===== src/hw/rtl/keyed_cache_lru_fifo_expiry_defines.svh =====
// Assertion helpers for the cache block
`ifndef KEYED_CACHE_LRU_FIFO_EXPIRY_DEFINES_SVH
`define KEYED_CACHE_LRU_FIFO_EXPIRY_DEFINES_SVH

// property that holds in the cycle after a condition
`define KC_ASSERT_NEXT(label, clk, rst, cond, prop, msg) \
   label: assert property (@(posedge clk) disable iff (rst) (cond) |=> (prop)) \
      else $error(msg);

// property that holds in the same cycle
`define KC_ASSERT_NOW(label, clk, rst, cond, prop, msg) \
   label: assert property (@(posedge clk) disable iff (rst) (cond) |-> (prop)) \
      else $error(msg);

`endif


===== src/hw/rtl/kc_pkg.sv =====
`default_nettype none
package kc_pkg;
   localparam int DEPTH_DEF = 16;
   localparam int KEY_BITS_DEF = 32;
   localparam int VALUE_BITS_DEF = 32;
   localparam int TIME_BITS_DEF = 32;
   localparam int OP_BITS = 2;
   localparam int MAX_BITS = 5;
   localparam int CNT_BITS = 32;
   localparam int CSR_BITS = 5;

   typedef enum logic [OP_BITS-1:0] {
      OP_PUT = 2'd0,
      OP_GET = 2'd1,
      OP_ERASE = 2'd2,
      OP_REMOVE = 2'd3
   } op_type;

   typedef enum logic {
      CSR_USE_LRU = 1'b0,
      CSR_MAX_ENTRIES = 1'b1
   } csr_idx_type;

   typedef enum logic [1:0] {
      ST_IDLE,
      ST_EVICT,
      ST_EXEC,
      ST_RESP
   } state_type;
endpackage
`default_nettype wire


===== src/hw/rtl/kc_front.sv =====
`default_nettype none
// Accepts requests into a two-entry queue.
module kc_front #(
   parameter int KEY_BITS = kc_pkg::KEY_BITS_DEF,
   parameter int VALUE_BITS = kc_pkg::VALUE_BITS_DEF,
   parameter int TIME_BITS = kc_pkg::TIME_BITS_DEF
) (
   input wire logic clock,
   input wire logic reset,
   input wire logic req_valid,
   output logic req_stall,
   input wire logic [kc_pkg::OP_BITS-1:0] req_opcode,
   input wire logic [KEY_BITS-1:0] req_entry_key,
   input wire logic [VALUE_BITS-1:0] req_entry_value,
   input wire logic [TIME_BITS-1:0] req_expiry_time,
   input wire logic [TIME_BITS-1:0] req_now_time,
   output logic q_valid,
   input wire logic q_pop,
   output kc_pkg::op_type q_op,
   output logic [KEY_BITS-1:0] q_key,
   output logic [VALUE_BITS-1:0] q_value,
   output logic [TIME_BITS-1:0] q_expiry,
   output logic [TIME_BITS-1:0] q_now
);
   import kc_pkg::*;
   localparam int W = OP_BITS + KEY_BITS + VALUE_BITS + 2*TIME_BITS;

   logic [W-1:0] buf_ff [2];
   logic [W-1:0] head;
   logic [1:0] cnt_ff, cnt_in;
   logic rd_ff, rd_in, wr_ff, wr_in;
   logic push;

   assign req_stall = (cnt_ff == 2'd2);
   assign push = req_valid && !req_stall;
   assign q_valid = (cnt_ff != 2'd0);
   assign head = buf_ff[rd_ff];
   assign q_op = op_type'(head[W-1 -: OP_BITS]);
   assign {q_key, q_value, q_expiry, q_now} = head[W-OP_BITS-1:0];

   always_comb begin
      cnt_in = cnt_ff + 2'(push) - 2'(q_pop);
      rd_in = rd_ff ^ q_pop;
      wr_in = wr_ff ^ push;
   end

   always_ff @(posedge clock) begin
      if (reset) begin
         cnt_ff <= '0;
         rd_ff <= 1'b0;
         wr_ff <= 1'b0;
      end else begin
         cnt_ff <= cnt_in;
         rd_ff <= rd_in;
         wr_ff <= wr_in;
      end
      if (push) begin
         buf_ff[wr_ff] <= {req_opcode, req_entry_key, req_entry_value,
                           req_expiry_time, req_now_time};
      end
   end
endmodule
`default_nettype wire


===== src/hw/rtl/kc_back.sv =====
`default_nettype none
`include "keyed_cache_lru_fifo_expiry_defines.svh"
// Executes one request on the slot table.
module kc_back #(
   parameter int DEPTH = kc_pkg::DEPTH_DEF,
   parameter int KEY_BITS = kc_pkg::KEY_BITS_DEF,
   parameter int VALUE_BITS = kc_pkg::VALUE_BITS_DEF,
   parameter int TIME_BITS = kc_pkg::TIME_BITS_DEF
) (
   input wire logic clock,
   input wire logic reset,
   input wire logic use_lru,
   input wire logic [kc_pkg::MAX_BITS-1:0] max_entries,
   input wire logic q_valid,
   output logic q_pop,
   input wire kc_pkg::op_type q_op,
   input wire logic [KEY_BITS-1:0] q_key,
   input wire logic [VALUE_BITS-1:0] q_value,
   input wire logic [TIME_BITS-1:0] q_expiry,
   input wire logic [TIME_BITS-1:0] q_now,
   output logic rsp_valid,
   input wire logic rsp_stall,
   output logic rsp_found,
   output logic [VALUE_BITS-1:0] rsp_value_out,
   output logic [TIME_BITS-1:0] rsp_expiry_out,
   output logic [kc_pkg::CNT_BITS-1:0] rsp_hit_total,
   output logic [kc_pkg::CNT_BITS-1:0] rsp_access_total,
   output logic [$clog2(DEPTH+1)-1:0] rsp_entry_total
);
   import kc_pkg::*;
   localparam int IB = (DEPTH > 1) ? $clog2(DEPTH) : 1;
   localparam int CB = $clog2(DEPTH+1);

   state_type state_ff, state_in;
   logic [DEPTH-1:0] valid_ff, valid_in;
   logic [KEY_BITS-1:0] key_ff [DEPTH];
   logic [VALUE_BITS-1:0] val_ff [DEPTH];
   logic [TIME_BITS-1:0] exp_ff [DEPTH];
   logic [IB-1:0] rank_ff [DEPTH], rank_in [DEPTH];
   logic [CB-1:0] count_ff, count_in;
   logic [CNT_BITS-1:0] hit_ff, hit_in, acc_ff, acc_in;
   logic [DEPTH-1:0] match_ff, match_in;
   logic hit_any_ff, hit_any_in;
   logic [IB-1:0] hidx_ff, hidx_in;
   logic [CB-1:0] limit;
   logic [DEPTH-1:0] oldest;
   logic [IB-1:0] free_idx;
   logic write_en;
   logic found_in;
   logic [VALUE_BITS-1:0] vout_in;
   logic [TIME_BITS-1:0] eout_in;
   logic rsp_load;
   logic drop_en;
   logic [IB-1:0] drop_idx;
   logic bump_en;

   always_comb begin
      limit = CB'(DEPTH);
      if (max_entries != '0 && 32'(max_entries) <= DEPTH) begin
         limit = CB'(max_entries);
      end
      match_in = '0;
      hit_any_in = 1'b0;
      hidx_in = '0;
      for (int i = 0; i < DEPTH; i++) begin
         match_in[i] = valid_ff[i] && (key_ff[i] == q_key);
         if (match_in[i]) begin
            hit_any_in = 1'b1;
            hidx_in = IB'(i);
         end
      end
      free_idx = '0;
      for (int i = DEPTH-1; i >= 0; i--) begin
         if (!valid_ff[i]) free_idx = IB'(i);
      end
      for (int i = 0; i < DEPTH; i++) begin
         oldest[i] = valid_ff[i] && (rank_ff[i] == '0);
      end
   end

   // Next state, slot updates and result
   always_comb begin
      state_in = state_ff;
      valid_in = valid_ff;
      rank_in = rank_ff;
      count_in = count_ff;
      hit_in = hit_ff;
      acc_in = acc_ff;
      q_pop = 1'b0;
      write_en = 1'b0;
      found_in = 1'b0;
      vout_in = '0;
      eout_in = '0;
      rsp_load = 1'b0;
      drop_en = 1'b0;
      drop_idx = hidx_ff;
      bump_en = 1'b0;
      unique case (state_ff)
         ST_IDLE: begin
            if (q_valid) state_in = ST_EXEC;
         end
         ST_EXEC: begin
            // match and hidx were captured last cycle
            found_in = hit_any_ff;
            unique case (q_op)
               OP_PUT: begin
                  if (hit_any_ff) drop_en = 1'b1;
                  state_in = ST_EVICT;
               end
               OP_GET: begin
                  if (hit_any_ff) begin
                     if (exp_ff[hidx_ff] != '0 && exp_ff[hidx_ff] < q_now) begin
                        found_in = 1'b0;
                        drop_en = 1'b1;
                     end else begin
                        vout_in = val_ff[hidx_ff];
                        bump_en = use_lru;
                        hit_in = hit_ff + 1'b1;
                        acc_in = acc_ff + 1'b1;
                     end
                  end else begin
                     acc_in = acc_ff + 1'b1;
                  end
                  state_in = ST_RESP;
               end
               default: begin
                  if (hit_any_ff) begin
                     drop_en = 1'b1;
                     if (q_op == OP_REMOVE) begin
                        vout_in = val_ff[hidx_ff];
                        eout_in = exp_ff[hidx_ff];
                     end
                  end
                  state_in = ST_RESP;
               end
            endcase
            if (state_in == ST_RESP) rsp_load = 1'b1;
         end
         ST_EVICT: begin
            found_in = rsp_found;
            if (count_ff >= limit) begin
               drop_en = 1'b1;
               for (int i = 0; i < DEPTH; i++) begin
                  if (oldest[i]) drop_idx = IB'(i);
               end
            end else begin
               write_en = 1'b1;
               rank_in[free_idx] = IB'(count_ff);
               valid_in[free_idx] = 1'b1;
               count_in = count_ff + 1'b1;
               rsp_load = 1'b1;
               state_in = ST_RESP;
            end
         end
         ST_RESP: begin
            if (!rsp_stall) begin
               q_pop = 1'b1;
               state_in = ST_IDLE;
            end
         end
         default: state_in = ST_IDLE;
      endcase
      if (drop_en) begin
         valid_in[drop_idx] = 1'b0;
         count_in = count_ff - 1'b1;
         for (int i = 0; i < DEPTH; i++) begin
            if (valid_ff[i] && rank_ff[i] > rank_ff[drop_idx]) rank_in[i] = rank_ff[i] - 1'b1;
         end
      end
      if (bump_en) begin
         for (int i = 0; i < DEPTH; i++) begin
            if (valid_ff[i] && rank_ff[i] > rank_ff[hidx_ff]) rank_in[i] = rank_ff[i] - 1'b1;
         end
         rank_in[hidx_ff] = IB'(count_ff - 1'b1);
      end
   end

   always_ff @(posedge clock) begin
      if (reset) begin
         state_ff <= ST_IDLE;
         valid_ff <= '0;
         count_ff <= '0;
         hit_ff <= '0;
         acc_ff <= '0;
         rsp_valid <= 1'b0;
      end else begin
         state_ff <= state_in;
         valid_ff <= valid_in;
         count_ff <= count_in;
         hit_ff <= hit_in;
         acc_ff <= acc_in;
         if (rsp_load) rsp_valid <= 1'b1;
         else if (!rsp_stall) rsp_valid <= 1'b0;
      end
      rank_ff <= rank_in;
      if (state_ff == ST_IDLE) begin
         match_ff <= match_in;
         hit_any_ff <= hit_any_in;
         hidx_ff <= hidx_in;
      end
      if (write_en) begin
         key_ff[free_idx] <= q_key;
         val_ff[free_idx] <= q_value;
         exp_ff[free_idx] <= q_expiry;
      end
      // hold the put's replace flag until the slot write
      if (rsp_load) begin
         rsp_found <= found_in;
         rsp_value_out <= vout_in;
         rsp_expiry_out <= eout_in;
         rsp_hit_total <= hit_in;
         rsp_access_total <= acc_in;
         rsp_entry_total <= count_in;
      end else if (state_ff == ST_EXEC) begin
         rsp_found <= found_in;
      end
   end

   `KC_ASSERT_NOW(a_count_bound, clock, reset, 1'b1, count_ff <= CB'(DEPTH), "count above depth")
   `KC_ASSERT_NOW(a_match_onehot, clock, reset, state_ff == ST_EXEC, $onehot0(match_ff), "duplicate key")
   `KC_ASSERT_NEXT(a_hit_le_acc, clock, reset, state_ff == ST_EXEC && hit_in != hit_ff, acc_ff != $past(acc_ff), "hit without access")
   `KC_ASSERT_NOW(a_pop_resp, clock, reset, q_pop, rsp_valid, "pop without result")
endmodule
`default_nettype wire


===== src/hw/rtl/keyed_cache_lru_fifo_expiry.sv =====
`default_nettype none
// Fully associative key/value cache with per-entry expiry and LRU or FIFO
// replacement. A front queue of two requests takes items while the back
// executes one at a time: an idle cycle registers the lookup and the next
// cycle applies the update. Put then passes through an evict state that
// drops the oldest entry while the count is at the limit (at most one in
// steady state, more right after the entry limit is lowered) and then writes
// the slot. Every operation ends in a result state, held while the result
// is stalled and left when it is accepted. The result register holds the
// answer while new requests keep queueing. Configure only while idle.
module keyed_cache_lru_fifo_expiry #(
   parameter int DEPTH = kc_pkg::DEPTH_DEF,
   parameter int KEY_BITS = kc_pkg::KEY_BITS_DEF,
   parameter int VALUE_BITS = kc_pkg::VALUE_BITS_DEF,
   parameter int TIME_BITS = kc_pkg::TIME_BITS_DEF
) (
   input wire logic clock,
   input wire logic reset,
   input wire logic csr_write,
   input wire logic csr_index,
   input wire logic [kc_pkg::CSR_BITS-1:0] csr_data,
   input wire logic req_valid,
   output logic req_stall,
   input wire logic [kc_pkg::OP_BITS-1:0] req_opcode,
   input wire logic [KEY_BITS-1:0] req_entry_key,
   input wire logic [VALUE_BITS-1:0] req_entry_value,
   input wire logic [TIME_BITS-1:0] req_expiry_time,
   input wire logic [TIME_BITS-1:0] req_now_time,
   output logic rsp_valid,
   input wire logic rsp_stall,
   output logic rsp_found,
   output logic [VALUE_BITS-1:0] rsp_value_out,
   output logic [TIME_BITS-1:0] rsp_expiry_out,
   output logic [kc_pkg::CNT_BITS-1:0] rsp_hit_total,
   output logic [kc_pkg::CNT_BITS-1:0] rsp_access_total,
   output logic [$clog2(DEPTH+1)-1:0] rsp_entry_total
);
   import kc_pkg::*;

   logic lru_ff;
   logic [MAX_BITS-1:0] max_ff;
   logic q_valid, q_pop;
   op_type q_op;
   logic [KEY_BITS-1:0] q_key;
   logic [VALUE_BITS-1:0] q_value;
   logic [TIME_BITS-1:0] q_expiry, q_now;

   always_ff @(posedge clock) begin
      if (reset) begin
         lru_ff <= 1'b1;
         max_ff <= '0;
      end else if (csr_write) begin
         unique case (csr_idx_type'(csr_index))
            CSR_USE_LRU: lru_ff <= csr_data[0];
            CSR_MAX_ENTRIES: max_ff <= csr_data[MAX_BITS-1:0];
            default: ;
         endcase
      end
   end

   kc_front #(.KEY_BITS(KEY_BITS), .VALUE_BITS(VALUE_BITS), .TIME_BITS(TIME_BITS)) u_front (
      .clock, .reset, .req_valid, .req_stall, .req_opcode, .req_entry_key,
      .req_entry_value, .req_expiry_time, .req_now_time,
      .q_valid, .q_pop, .q_op, .q_key, .q_value, .q_expiry, .q_now
   );

   kc_back #(.DEPTH(DEPTH), .KEY_BITS(KEY_BITS), .VALUE_BITS(VALUE_BITS),
             .TIME_BITS(TIME_BITS)) u_back (
      .clock, .reset, .use_lru(lru_ff), .max_entries(max_ff),
      .q_valid, .q_pop, .q_op, .q_key, .q_value, .q_expiry, .q_now,
      .rsp_valid, .rsp_stall, .rsp_found, .rsp_value_out, .rsp_expiry_out,
      .rsp_hit_total, .rsp_access_total, .rsp_entry_total
   );
endmodule
`default_nettype wire


===== config.mk =====
export PLATFORM = sky130hd
export DESIGN_NAME = keyed_cache_lru_fifo_expiry
export DESIGN_NICKNAME = d
export VERILOG_FILES = /design/src/hw/rtl/kc_pkg.sv /design/src/hw/rtl/kc_front.sv /design/src/hw/rtl/kc_back.sv /design/src/hw/rtl/keyed_cache_lru_fifo_expiry.sv
export VERILOG_INCLUDE_DIRS = /design/src /design/src/hw/rtl
export SDC_FILE = /design/constraint.sdc
export NUM_CORES = 2
export LEC_CHECK = 0
export ABC_AREA = 0
export ABC_CLOCK_PERIOD_IN_PS = 11500
export BUFFER_PORTS_ARGS = -buffer_cell sky130_fd_sc_hd__buf_2
export CAP_MARGIN = 5
export CORE_MARGIN = 1
export CORE_UTILIZATION = 56
export DETAILED_ROUTE_END_ITERATION = 7
export GPL_TIMING_DRIVEN = 0
export PLACE_DENSITY = 0.76
export SYNTH_ARGS = -nofsm -noshare
export SYNTH_HDL_FRONTEND = slang
export SYNTH_HIERARCHICAL = 1
export SYNTH_SLANG_ARGS = --single-unit
export TNS_END_PERCENT = 100

===== constraint.sdc =====
create_clock -name clock -period 11.5 [get_ports clock]
set_clock_uncertainty 0.1 [all_clocks]
set_input_delay 1.725 -clock clock [delete_from_list [all_inputs] [get_ports clock]]
set_output_delay 1.725 -clock clock [all_outputs]
set_load 0.05 [all_outputs]

==> out/results.txt <==
The run finished with clean final reports. Standard cell with the maximum stage delay on the critical path: a211o_1. The first detailed-routing pass took 8 iterations. The number of warning messages in the yosys log is 6, and the number of vias after detailed routing is 53,231. The synthesized design contains 1,935 enable-type register cells.

The most numerous cell type found on the critical path is clkbuf_1. The number of antenna violations at the first check in global routing was 12. The first global-routing pass estimated 361,200 um of wire.

The number of nets in the synthesized netlist is 5,631. Counting flops with an async set or reset pin after synthesis yields a share of 0%. After technology mapping, the gate count stands at 5,279. For the pin with the worst max-slew slack, the measured transition is 1.413 ns. In this run the clock root is driven by a clkbuf_16.

Buffers inserted to repair hold after CTS numbered 0. The mapped cell area is 0.08913 mm^2. The average size of a mapped cell is 16.88 um^2.

The critical path in this run is classified as register to register. Global routing finished with a remaining overflow of 0. Counting along the longest clock path gives a buffer depth of 3.

The relative max-transition margin is 5.805%, and the final standard cell area without fillers is 0.1020 mm^2. The first routing iteration left 7,818 violations. The worst hold path belongs to the class register to register.

The area growth from synthesis to layout is 14.46%. The final period utilization came out at 76.05%. The net count of the finished layout is 6,204.

Kind of start point of the critical path: a register. Across every metal layer, demand over resource in global routing totals 31.38%. After detailed routing, the met2 layer carries 117,400 um of wire. The logs give 88 for the count of different cell masters after synthesis and 0 for the number of max-capacitance violations reported. Buffers placed on the I/O ports in this run total 276. TritonCTS built the clock tree. The leading cell type in the layout, fill and taps excluded is edfxtp_1.

The logs give 68 for the largest net degree at the start of global routing and 0.86 ns for the clock latency on the worst-skew pair. The HPWL after detailed placement is 161,000 um. Once the clock tree was built, the resizer swapped 0 gates to a different size. Setup violations remaining at the end of the flow were counted as 0. Yosys attributes the largest share of cell area to edfxtp_1 (65%), mux4_2 (7.8%), xnor2_1 (3.8%).

The number of global-route vias before repair came out at 51,938. Measured along the y axis, the die boundary spans 401.0 um. For this design the static power due to leakage is 33.74 nW.

The tools report the endpoint type of the worst setup path as a register. Count of H-tree levels built during CTS: 4. Setup repair after global routing left no endpoint under its margin. The critical path goes through inv_1 -> clkbuf_1 -> ha_1 -> nand2b_1 -> a211oi_1 -> o21ai_0 -> o211a_1 -> clkbuf_1 -> o21ai_1 -> clkbuf_1 -> clkbuf_1 -> mux2i_1 -> a211o_1 -> ha_1 -> nand4_1 -> nand2_1 -> nor3_1 -> a211oi_1 -> a221oi_1 -> o22ai_1.

Routed signal wires occupy layers up through met5. From left edge to right edge, the die measures 401.0 um. The logs give 0 for the post-detailed-route count of antenna-violating nets and 64.49% for the utilization after layout. In the layout the commonest cells are edfxtp_1 (1,935), xnor2_1 (388), mux4_2 (309), buf_2 (294), xor2_1 (216).

The logs give 56.34% for the initial cell density of the core and 255,100 um for the routed wire length. TritonCTS created 203 clock buffers. For this run, the slowest stage of the critical path takes 1.08 ns. The share of synthesized area in the top cell type comes to 65.19%. Derived from the worst setup path, the maximum achievable clock frequency is 0.1143 GHz.

After detailed routing, the average wire length per cell comes to 31.49 um. The routed design uses 32,090 um of met3 wire. The floorplan has 146 rows. In the synthesized netlist the dominant register cell turns out to be edfxtp_1. The post-route met1 wirelength was 94,380 um. After detailed routing, the number of vias per cell comes to 6.570.

The number of buffers inserted to repair setup after CTS was 0; the flip-flop and latch count after synthesis was 2,097. The largest total area in the synthesized netlist belongs to edfxtp_1. The count of pins over their slew limit was 0; the final critical delay including setup and external delays was 8.745 ns.

The register area share after synthesis came out at 68.83%. The count of fill cells added during filler insertion was 10,519; the top-level port count was 277. Clock transition at the register clock pins on the worst setup and hold paths after CTS: 0.06 ns. Across the VDD grid, the largest voltage drop is 163.3 uV. The tree built by TritonCTS fans out to 2,097 sinks. The largest fanout on the critical path came out at 16. For the worst setup path, the data required time is 12.06 ns. The logs give 0.09519 mm^2 for the cell area after placement and 9.31 ns for the data arrival time at the worst-slack endpoint.

The number of hold violations in the final report was 0; the standard cell core area was 0.1582 mm^2. The tools report the total die area as 0.1608 mm^2. At the end of routability-driven placement, the weighted congestion stood at 0.9637.

In this run the power density over the cells is 213.1 mW/mm^2. Of the cells placed in the final design, the portion with a size suffix greater than 1 is 19.95%. The run gives 0 as the remaining routing DRC violations.
-- metal layers --
layer | vias up | global-route usage [%]
li1 | 21829 | -
met1 | 26818 | 43.11
met2 | 3934 | 48.91
met3 | 644 | 7.150
met4 | 6 | 12.56
met5 | - | 0
-- power breakdown --
part	switching (mW)	internal (mW)
Combinational	3.78	2.15
Clock	2.92	3.88
Sequential	0.148	8.86
-- cells in the mapped netlist, types with 28 or more instances --
cell type,count
xnor2_1,389
ha_1,211
o21a_1,30
a21oi_1,146
inv_1,115
clkbuf_1,154
mux4_2,309
xor2_1,217
nor3_1,72
nand2_1,163
nor4_1,66
dfxtp_1,162
a22oi_1,91
o21ai_0,78
nand3_1,68
mux2_4,90
nand4_1,134
a211oi_1,34
mux2i_1,59
buf_1,28
nor2_1,162
mux2_2,46
nor2b_1,155
nand2b_1,36
edfxtp_1,1935
-- critical path, delay by kind of cell, from the launching register on --
family | cells | cell delay (ns)
buf+inv | 5 | 2.70
simple gates | 4 | 1.05
flops | 1 | 0.39
fa+ha+maj | 2 | 0.81
mux | 1 | 0.35
compound gates | 8 | 3.12
-- kinds of logic after synthesis --
logic type / Yosys count / share of synthesized area, %
compound gates: 555 / 4.183
flops: 2097 / 68.83
fa+ha+maj: 211 / 2.962
simple gates: 957 / 5.775
mux: 505 / 10.58
xor+xnor: 607 / 5.980
buf+inv: 347 / 1.693
-- stage by stage --
stage / TNS [ns] / setup WS (ns) / instances / hold slack [ns] / power (mW)
after floorplan: 0 / 0.7682 / 5279 / 0.3625 / 12.89
after global placement: -3460.58 / -8.257 / 7627 / 0.4041 / 14.70
after detailed placement: 0 / 3.280 / 7718 / 0.4239 / 14.91
after CTS: 0 / 3.199 / 8095 / 0.4405 / 21.68
after global routing: 0 / 2.545 / 8097 / 0.4470 / 22.36
final: 0 / 2.755 / 8102 / 0.4452 / 21.74
-- sequential cells by signal, indices dropped and copies added, names as in the netlist, 2 cells and up --
signal and count:
max_ff 5, u_back/acc_ff 32, u_back/rsp_access_total 32, u_back/rank_ff 64
u_back/exp_ff 512, u_back/rsp_hit_total 32, u_back/count_ff 5, u_back/valid_ff 16
u_back/rsp_value_out 32, u_back/rsp_entry_total 5, u_back/hidx_ff 4, u_front/cnt_ff 2
u_front/buf_ff 260, u_back/state_ff 2, u_back/key_ff 512, u_back/val_ff 512
u_back/rsp_expiry_out 32, u_back/hit_ff 32
-- final timing paths --
kind,start,end,slack [ns],cells after the start
worst max-delay path,u_back/count_ff[0],u_back/rank_ff[2],2.75,20
worst min-delay path,lru_ff,lru_ff,0.45,2
worst max register to register,u_back/count_ff[0],u_back/rank_ff[2],2.75,20
worst min register to register,lru_ff,lru_ff,0.45,2
-- area by class of cell --
cell class              count  area, um^2  share of cell area, %
diodes                      6       15.01                0.01472
inverters                 116       455.4                 0.4464
plain buffers             231        1075                  1.053
well taps                2072        2592                  2.541
multi-input cells        2835       26470                  25.95
repair buffers            368        3256                  3.191
clock buffers             240        5261                  5.157
flip-flops and latches   2097       61350                  60.13
clock inverters           137        1545                  1.515
No activity file was read; power rests on OpenSTA's default activity.
